$ cat src/rtl/msf_pkg.sv
// Shared types, constants and helpers for the masked span fill block.
// No dependencies; imported by every module of the block.
`default_nettype none

package msf_pkg;

   localparam int ROW_W    = 8;
   localparam int X_W      = 12;
   localparam int WORD_W   = 32;
   localparam int ADDR_W   = 14;
   localparam int STRIDE_W = 7;
   localparam int CNT_W    = 4;

   localparam logic [CNT_W-1:0]    MAX_WRITES   = CNT_W'(13);
   localparam logic [WORD_W-1:0]   FULL_MASK    = 32'hffff_ffff;
   localparam logic [STRIDE_W-1:0] STRIDE_RESET = STRIDE_W'(13);

   // one entry in the span queue: everything the back end needs to walk a span
   typedef struct packed {
      logic [ADDR_W-1:0] start_addr;
      logic [CNT_W-1:0]  last_idx;
      logic [WORD_W-1:0] first_mask;
      logic [WORD_W-1:0] last_mask;
      logic [WORD_W-1:0] fill;
   } span_desc_type;

   function automatic logic [WORD_W-1:0] byte_swap(input logic [WORD_W-1:0] v);
      byte_swap = {v[7:0], v[15:8], v[23:16], v[31:24]};
   endfunction

endpackage

`default_nettype wire

$ cat src/rtl/msf_front.sv
// Front end: takes span words, clips and classifies them, builds queue entries.
// Holds the row stride register. Depends on msf_pkg.
`default_nettype none

module msf_front
   import msf_pkg::*;
#(
   parameter int SCREEN_WIDTH = 400,
   parameter int SCREEN_ROWS  = 240
) (
   input  wire logic                  clock,
   input  wire logic                  reset,
   input  wire logic                  req_push,
   input  wire logic                  queue_full,
   input  wire logic [ROW_W-1:0]      req_row_index,
   input  wire logic signed [X_W-1:0] req_x_start,
   input  wire logic signed [X_W-1:0] req_x_end,
   input  wire logic [WORD_W-1:0]     req_fill_word,
   input  wire logic                  csr_valid,
   input  wire logic [STRIDE_W-1:0]   csr_data,
   output span_desc_type              desc,
   output logic                       desc_push
);

   localparam logic signed [X_W:0] WIDTH_S = (X_W+1)'(SCREEN_WIDTH);

   logic [STRIDE_W-1:0]      stride_ff, stride_in;
   logic signed [X_W:0]      xs_ext, xe_ext;
   logic                     row_ok, off_screen, reversed, has_writes;
   logic [X_W-1:0]           xs_clip, xe_clip;
   logic [4:0]               sbit, ebit;
   logic [X_W-6:0]           col, ecol, last_col, total;
   logic                     single;
   logic [WORD_W-1:0]        smask, emask, single_mask;
   logic [ROW_W+STRIDE_W-1:0] row_base;

   assign stride_in = csr_valid ? csr_data : stride_ff;

   always_ff @(posedge clock) begin
      if (reset) begin
         stride_ff <= STRIDE_RESET;
      end else begin
         stride_ff <= stride_in;
      end
   end

   always_comb begin
      xs_ext     = {req_x_start[X_W-1], req_x_start};
      xe_ext     = {req_x_end[X_W-1], req_x_end};
      row_ok     = int'(req_row_index) < SCREEN_ROWS;
      off_screen = req_x_end[X_W-1] || (xs_ext >= WIDTH_S);
      xs_clip    = req_x_start[X_W-1] ? '0 : X_W'(req_x_start);
      xe_clip    = (xe_ext > WIDTH_S) ? X_W'(WIDTH_S) : X_W'(req_x_end);
      reversed   = xs_clip > xe_clip;
      has_writes = row_ok && !off_screen && !reversed;

      sbit   = xs_clip[4:0];
      ebit   = xe_clip[4:0];
      col    = xs_clip[X_W-1:5];
      ecol   = xe_clip[X_W-1:5];
      single = (col == ecol);

      // MSB-first pixels: start mask keeps bit sbit onwards, end mask the top ebit bits
      smask = byte_swap(FULL_MASK >> sbit);
      emask = byte_swap(~(FULL_MASK >> ebit));

      if (sbit != 5'd0 && ebit != 5'd0) begin
         single_mask = smask & emask;
      end else if (sbit != 5'd0) begin
         single_mask = smask;
      end else if (ebit != 5'd0) begin
         single_mask = emask;
      end else begin
         single_mask = '0;
      end

      last_col = (ebit != 5'd0) ? ecol : ecol - 1'b1;
      total    = last_col - col + 1'b1;

      row_base = req_row_index * stride_ff;

      desc.start_addr = ADDR_W'(row_base) + ADDR_W'(col);
      desc.fill       = req_fill_word;
      if (single) begin
         desc.last_idx   = '0;
         desc.first_mask = single_mask;
         desc.last_mask  = single_mask;
      end else begin
         // spans longer than the write limit are cut; the cut-off write is a full word
         if (total > (X_W-5)'(MAX_WRITES)) begin
            desc.last_idx  = MAX_WRITES - 1'b1;
            desc.last_mask = FULL_MASK;
         end else begin
            desc.last_idx  = CNT_W'(total - 1'b1);
            desc.last_mask = (ebit != 5'd0) ? emask : FULL_MASK;
         end
         desc.first_mask = (sbit != 5'd0) ? smask : FULL_MASK;
      end

      desc_push = req_push && !queue_full && has_writes;
   end

endmodule

`default_nettype wire

$ cat src/rtl/msf_queue.sv
// Two-entry queue of span descriptors between front and back end.
// Depends on msf_pkg for the descriptor type.
`default_nettype none

module msf_queue
   import msf_pkg::*;
(
   input  wire logic          clock,
   input  wire logic          reset,
   input  wire logic          push,
   input  wire span_desc_type push_desc,
   input  wire logic          pop,
   output span_desc_type      head_desc,
   output logic               full,
   output logic               empty
);

   localparam int DEPTH = 2;

   span_desc_type entry_ff [DEPTH];
   logic          wr_ptr_ff, wr_ptr_in;
   logic          rd_ptr_ff, rd_ptr_in;
   logic [1:0]    count_ff, count_in;
   logic          do_push, do_pop;

   always_comb begin
      full      = (count_ff == 2'(DEPTH));
      empty     = (count_ff == 2'd0);
      do_push   = push && !full;
      do_pop    = pop && !empty;
      wr_ptr_in = wr_ptr_ff ^ do_push;
      rd_ptr_in = rd_ptr_ff ^ do_pop;
      count_in  = count_ff + 2'(do_push) - 2'(do_pop);
      head_desc = entry_ff[rd_ptr_ff];
   end

   always_ff @(posedge clock) begin
      if (reset) begin
         wr_ptr_ff <= 1'b0;
         rd_ptr_ff <= 1'b0;
         count_ff  <= 2'd0;
      end else begin
         wr_ptr_ff <= wr_ptr_in;
         rd_ptr_ff <= rd_ptr_in;
         count_ff  <= count_in;
      end
   end

   always_ff @(posedge clock) begin
      if (do_push) begin
         entry_ff[wr_ptr_ff] <= push_desc;
      end
   end

endmodule

`default_nettype wire

$ cat src/rtl/msf_back.sv
// Back end: walks one span descriptor a word per cycle while each write is taken, and presents the writes.
// Depends on msf_pkg.
`default_nettype none

module msf_back
   import msf_pkg::*;
(
   input  wire logic          clock,
   input  wire logic          reset,
   input  wire logic          q_empty,
   input  wire span_desc_type q_desc,
   output logic               q_pop,
   input  wire logic          rsp_pop,
   output logic               rsp_empty,
   output logic [ADDR_W-1:0]  rsp_word_address,
   output logic [WORD_W-1:0]  rsp_write_mask,
   output logic [WORD_W-1:0]  rsp_write_data,
   output logic               rsp_last_write
);

   logic          busy_ff, busy_in;
   span_desc_type desc_ff;
   logic [CNT_W-1:0]  idx_ff, idx_in;
   logic [ADDR_W-1:0] addr_ff, addr_in;
   logic          is_last, taken, load;

   always_comb begin
      is_last = (idx_ff == desc_ff.last_idx);
      taken   = busy_ff && rsp_pop;
      load    = (!busy_ff || (taken && is_last)) && !q_empty;
      q_pop   = load;

      busy_in = busy_ff;
      idx_in  = idx_ff;
      addr_in = addr_ff;
      if (load) begin
         busy_in = 1'b1;
         idx_in  = '0;
         addr_in = q_desc.start_addr;
      end else if (taken && is_last) begin
         busy_in = 1'b0;
      end else if (taken) begin
         idx_in  = idx_ff + 1'b1;
         addr_in = addr_ff + 1'b1;
      end

      rsp_empty        = !busy_ff;
      rsp_word_address = addr_ff;
      rsp_write_data   = desc_ff.fill;
      rsp_last_write   = is_last;
      if (idx_ff == '0) begin
         rsp_write_mask = desc_ff.first_mask;
      end else if (is_last) begin
         rsp_write_mask = desc_ff.last_mask;
      end else begin
         rsp_write_mask = FULL_MASK;
      end
   end

   always_ff @(posedge clock) begin
      if (reset) begin
         busy_ff <= 1'b0;
         idx_ff  <= '0;
      end else begin
         busy_ff <= busy_in;
         idx_ff  <= idx_in;
      end
   end

   always_ff @(posedge clock) begin
      addr_ff <= addr_in;
      if (load) begin
         desc_ff <= q_desc;
      end
   end

endmodule

`default_nettype wire

$ cat src/rtl/masked_span_fill.sv
// Masked span fill for a 1 bit per pixel bitmap. A span word is taken in every
// cycle the two-entry descriptor queue has room; spans that are off screen, on an
// absent row or reversed are dropped at once. The back end then issues one masked
// word write per cycle while rsp_pop takes it, so a span touching n bitmap words
// (1 to 13) occupies it for n writes; its word counter sets the sustained rate.
`default_nettype none

module masked_span_fill
   import msf_pkg::*;
#(
   parameter int SCREEN_WIDTH = 400,
   parameter int SCREEN_ROWS  = 240
) (
   input  wire logic                  clock,
   input  wire logic                  reset,
   input  wire logic                  req_push,
   output logic                       req_full,
   input  wire logic [ROW_W-1:0]      req_row_index,
   input  wire logic signed [X_W-1:0] req_x_start,
   input  wire logic signed [X_W-1:0] req_x_end,
   input  wire logic [WORD_W-1:0]     req_fill_word,
   input  wire logic                  rsp_pop,
   output logic                       rsp_empty,
   output logic [ADDR_W-1:0]          rsp_word_address,
   output logic [WORD_W-1:0]          rsp_write_mask,
   output logic [WORD_W-1:0]          rsp_write_data,
   output logic                       rsp_last_write,
   input  wire logic                  csr_valid,
   output logic                       csr_ready,
   input  wire logic [STRIDE_W-1:0]   csr_data
);

   span_desc_type new_desc, head_desc;
   logic          desc_push, q_full, q_empty, q_pop;

   assign req_full  = q_full;
   assign csr_ready = 1'b1;

   msf_front #(
      .SCREEN_WIDTH (SCREEN_WIDTH),
      .SCREEN_ROWS  (SCREEN_ROWS)
   ) u_front (
      .clock         (clock),
      .reset         (reset),
      .req_push      (req_push),
      .queue_full    (q_full),
      .req_row_index (req_row_index),
      .req_x_start   (req_x_start),
      .req_x_end     (req_x_end),
      .req_fill_word (req_fill_word),
      .csr_valid     (csr_valid),
      .csr_data      (csr_data),
      .desc          (new_desc),
      .desc_push     (desc_push)
   );

   msf_queue u_queue (
      .clock     (clock),
      .reset     (reset),
      .push      (desc_push),
      .push_desc (new_desc),
      .pop       (q_pop),
      .head_desc (head_desc),
      .full      (q_full),
      .empty     (q_empty)
   );

   msf_back u_back (
      .clock            (clock),
      .reset            (reset),
      .q_empty          (q_empty),
      .q_desc           (head_desc),
      .q_pop            (q_pop),
      .rsp_pop          (rsp_pop),
      .rsp_empty        (rsp_empty),
      .rsp_word_address (rsp_word_address),
      .rsp_write_mask   (rsp_write_mask),
      .rsp_write_data   (rsp_write_data),
      .rsp_last_write   (rsp_last_write)
   );

   // a span does not end until its flagged word has gone
   a_span_continues: assert property (@(posedge clock) disable iff (reset)
      (!rsp_empty && rsp_pop && !rsp_last_write) |=> !rsp_empty)
      else $error("span ended before its last word");

   a_addr_steps: assert property (@(posedge clock) disable iff (reset)
      (!rsp_empty && rsp_pop && !rsp_last_write) |=>
         (rsp_word_address == ADDR_W'($past(rsp_word_address) + 1'b1)))
      else $error("word address did not advance by one within a span");

   // words in the middle of a span are full writes with unchanged data
   a_middle_full: assert property (@(posedge clock) disable iff (reset)
      (!$past(reset) && $past(!rsp_empty && rsp_pop && !rsp_last_write)
         && !rsp_last_write) |->
         (rsp_write_mask == FULL_MASK && rsp_write_data == $past(rsp_write_data)))
      else $error("inner word of a span is not a full write");

endmodule

`default_nettype wire
$ cat config.mk
export PLATFORM = sky130hd
export DESIGN_NAME = masked_span_fill
export DESIGN_NICKNAME = d
export VERILOG_FILES = /design/src/rtl/msf_pkg.sv /design/src/rtl/msf_front.sv /design/src/rtl/msf_queue.sv /design/src/rtl/msf_back.sv /design/src/rtl/masked_span_fill.sv
export SDC_FILE = /design/constraint.sdc
export NUM_CORES = 1
export LEC_CHECK = 0
export ABC_AREA = 1
export BUFFER_PORTS_ARGS = -buffer_cell sky130_fd_sc_hd__buf_4
export CORE_UTILIZATION = 60
export CTS_BUF_LIST = sky130_fd_sc_hd__clkbuf_2 sky130_fd_sc_hd__clkbuf_4 sky130_fd_sc_hd__clkbuf_8
export DETAILED_ROUTE_END_ITERATION = 6
export PLACE_DENSITY = 0.81
export REMOVE_ABC_BUFFERS = 1
export SETUP_SLACK_MARGIN = 0.2
export SYNTH_ARGS = -nofsm -noshare
export SYNTH_HDL_FRONTEND = slang
export SYNTH_HIERARCHICAL = 1
export SYNTH_SLANG_ARGS = --single-unit
$ cat constraint.sdc
create_clock -name clock -period 5.9 [get_ports clock]
set_input_delay 0.295 -clock clock [delete_from_list [all_inputs] [get_ports clock]]
set_output_delay 0.295 -clock clock [all_outputs]
set_load 0.02 [all_outputs]
==> results.md <==
* Status: complete, but fails checks
* Failing checks: DRC
* Synth area leaders: edfxtp_1 54%, nand2_1 5.7%, mux2_2 4.5%, ha_1 4.4%, inv_1 4.3%
* Reg-to-reg startpoint: u_front/stride_ff[3]
* CTS tree: yes
* Synth warnings at 6
* First-pass GRT wire length at about 64,000 um
* Die Footprint at 32,220 um2
* Unrepaired setup endpoints after global routing: no
* Setup Crit Path Kind: reg -> reg
* Overall global routing resource usage at 24.96%
* Detailed placer's ending HPWL at 26,890 um
* Power density cells at about 310 nW/um2
* IO Pins at 158
* Die Wd at 179.5 um
* Max Root-Sink Buffers at 3
* Worst skew pair latency at 0.59 ns
* Core area at 30,830 um2
* IO buf count at 156
* DP Cell Count at between 2,000 and 2,500
* Min-delay worst type: in -> reg
* Relative slew slack at 26.88%
* Crit. End Element: flip-flop
* CP Launch Type: flip-flop
* Top FF cell, synth: edfxtp_1
* Commonest cells post-synth: 342 x edfxtp_1, 288 x nand2_1, 218 x inv_1, 106 x nor2_1, 76 x mux2_2
* Gr ovfl total at 0
* Synth Register Bits at 358
* DR vias/cell at 5.443
* Final Hold Viols at 0
* Antenna diode count at 0
* Slack of the worst reg-to-reg path at roughly 1.4 ns
* Clk slew on worst S/H paths at around 0.07 ns
* Leading area contributor after synthesis: edfxtp_1
* Synth cell types at 47
* Max FO, Critical Path at 9
* Hold Path Stages at 3
* DR WL/cell at 17.59 um
* Hold endpoint: u_front/stride_ff[5]
* Vias at around 12,000
* Most frequent cell after synthesis: edfxtp_1
* Post-DRT Antenna Nets at 0
* Die extent in y at 179.5 um
* Number of buffers created by CTS at 55
* Worst Setup SP: u_front/stride_ff[3]
* DR DRC count at 14
* Drt initial violations at 842
* Peak VDD IR at 156.2 uV
* Final min period at between 4 and 5 ns
* Sequential-to-total area share from yosys stat at 56.03%
* Max Cap Viol at 0
* Worst Slack Setup Final at ~1.4 ns
* DRT Wirelength at 39,590 um
* Number of synthesized flops with an enable pin at 342
* Pin count of the biggest net entering global routing at 75
* # nets final at about 2,000
* Initial Utilization at 61.31%
* Final period utilization at 76.71%
* RD Place Congestion at 0.9320
* Synth Cell Area at between 15,000 and 20,000 um2
* Cell count after synthesis at roughly 1,700
* Worst Skew at 0.02618 ns
* Synth-to-layout area growth at 13.15%
* CTS sink cnt at 358
* Worst slew pin tran at ~1.1 ns
* Share of the synthesized area in the top cell type at a little over half
* Leak at 8.947 nW
* Reg2reg path depth at 14
* CTS H-tree depth at 2
* Core Rows at 64
* Crit path DAT at about 4.9 ns
* # setup viols final at 0
* Max Slew Vio Count at 0
* DP Worst Slack at 1.261 ns
* Setup_tns at 0 ns
* Post-DP Area at just under 20,000 um2
* Pwr Total at 6.549 mW
* Finished Layout Cells at roughly 2,300
* Async S/R FF share, synth at 0%
* Non-Filler Cell Area, Final at 21,390 um2
* Root Driver: clkbuf_8
* Post-CTS resize count at 0
* Mean Syn Cell Area at 11.34 um2
* Critical Path RT at 6.31 ns
* Worst R2R End: u_queue/entry_ff[1][112]
* Vias in the first global route at 12,450
* Layout cell share with drive strength beyond 1 at 21.89%
* F_max at 221.0 MHz
* Initial antenna violation count at 0
* Drt pass-1 iters at 7
* Hold Path Origin: csr_valid
state kept, by name, summed over array words and instances, names as in the netlist:
name                     cells
u_queue/rd_ptr_ff            1
u_queue/wr_ptr_ff            1
u_back/rsp_word_address     14
u_back/idx_ff                4
u_back/rsp_write_data       32
u_back/desc_ff              68
u_queue/entry_ff           228
u_front/stride_ff            7
u_back/busy_ff               1
u_queue/count_ff             2
routing by layer:
metal / up-vias / global-route usage, % / part of all wire (%)
met1: 5900 / 32.60 / 43
met2: 424 / 42.98 / 49
li1: 5870 / - / -
met4: 0 / 8.172 / 2.1
met5: - / 0 / 0
met3: 59 / 3.748 / 5.5
kinds of logic (layout without fill, tap and decap cells):
group           count (synthesis)  count (layout)  synth area share, %
flops                         358             358                56.03
mux                           114             114                7.546
simple gates                  541             541                12.89
buf+inv                       353             541                9.069
other cells                     1               1              0.01984
xor+xnor                       37              37                1.714
compound gates                161             161                4.594
fa+ha+maj                     102             102                8.142
area by class of cell:
class	count	area, um2
Timing Repair Buffer	214	1759
Clock inverter	30	187.7
Fill cell	2245	9442
Sequential cell	358	10590
Inverter	229	863.3
Clock buffer	68	860.8
Tap cell	396	495.5
Multi-Input combinational cell	956	6628
worst max-delay path, cell delays in order (launching register included):
cell      delay [ns]
dfxtp_1         0.56
nand2_1         0.15
fa_1            0.59
fa_1            0.45
fa_1            0.55
inv_1           0.05
fa_1            0.47
ha_1            0.37
nand2_1         0.10
o21ai_0         0.20
a21oi_1         0.09
o21ai_0         0.27
a21oi_1         0.12
o21bai_1        0.16
xor2_1          0.20
metrics by stage:
step | hold slack [ns] | util (%)
6_report | 0.05199 | 69.38
5_1_grt | 0.06908 | 69.38
4_1_cts | 0.02556 | 69.38
3_5_place_dp | 0.4838 | 64.48
3_3_place_gp | 0.4804 | 64.48
2_1_floorplan | 0.3617 | -
placed cells by master (no fill, tap or decap), types with 8 or more instances in the layout:
master	instances
nand2_1	288
clkinv_2	8
inv_2	10
mux2_4	38
xnor2_1	11
xor2_1	26
o21ai_0	35
dlygate4sd3_1	46
clkbuf_4	12
a21oi_1	66
inv_1	217
nor3_1	9
buf_4	165
nand4_1	9
clkinv_1	15
ha_1	65
mux2_2	76
nand3_1	65
clkbuf_8	56
nor2_1	106
edfxtp_1	342
dfxtp_1	15
fa_1	35
nand3b_1	39
o21ai_1	34
power breakdown:
group | total (mW) | leakage, nW | internal (mW) | switching [mW]
Combinational | 1.48 | 5.12 | 0.566 | 0.910
Clock | 1.95 | 0.541 | 1.01 | 0.935
Sequential | 3.13 | 3.29 | 3.06 | 0.0684
repair_timing:
action / CTS / global route
setup buffers: 0 / 0
hold endpoints to repair: 74 / 0
hold buffers: 46 / 0
worst max-delay path by stage:
| stage | slack, ns | cells past startpoint | endpoint |
|---|---|---|---|
| CTS | 1.43 | 14 | u_queue/entry_ff[0][112] |
| global placement | 1.43 | 26 | u_queue/entry_ff[0][63] |
| global route | 1.06 | 14 | u_queue/entry_ff[0][112] |
| floorplan | 0.53 | 17 | u_queue/entry_ff[1][0] |
| detailed placement | 1.26 | 26 | u_queue/entry_ff[1][43] |
| finish | 1.37 | 14 | u_queue/entry_ff[1][112] |
Power figures use the tool's default switching activity.
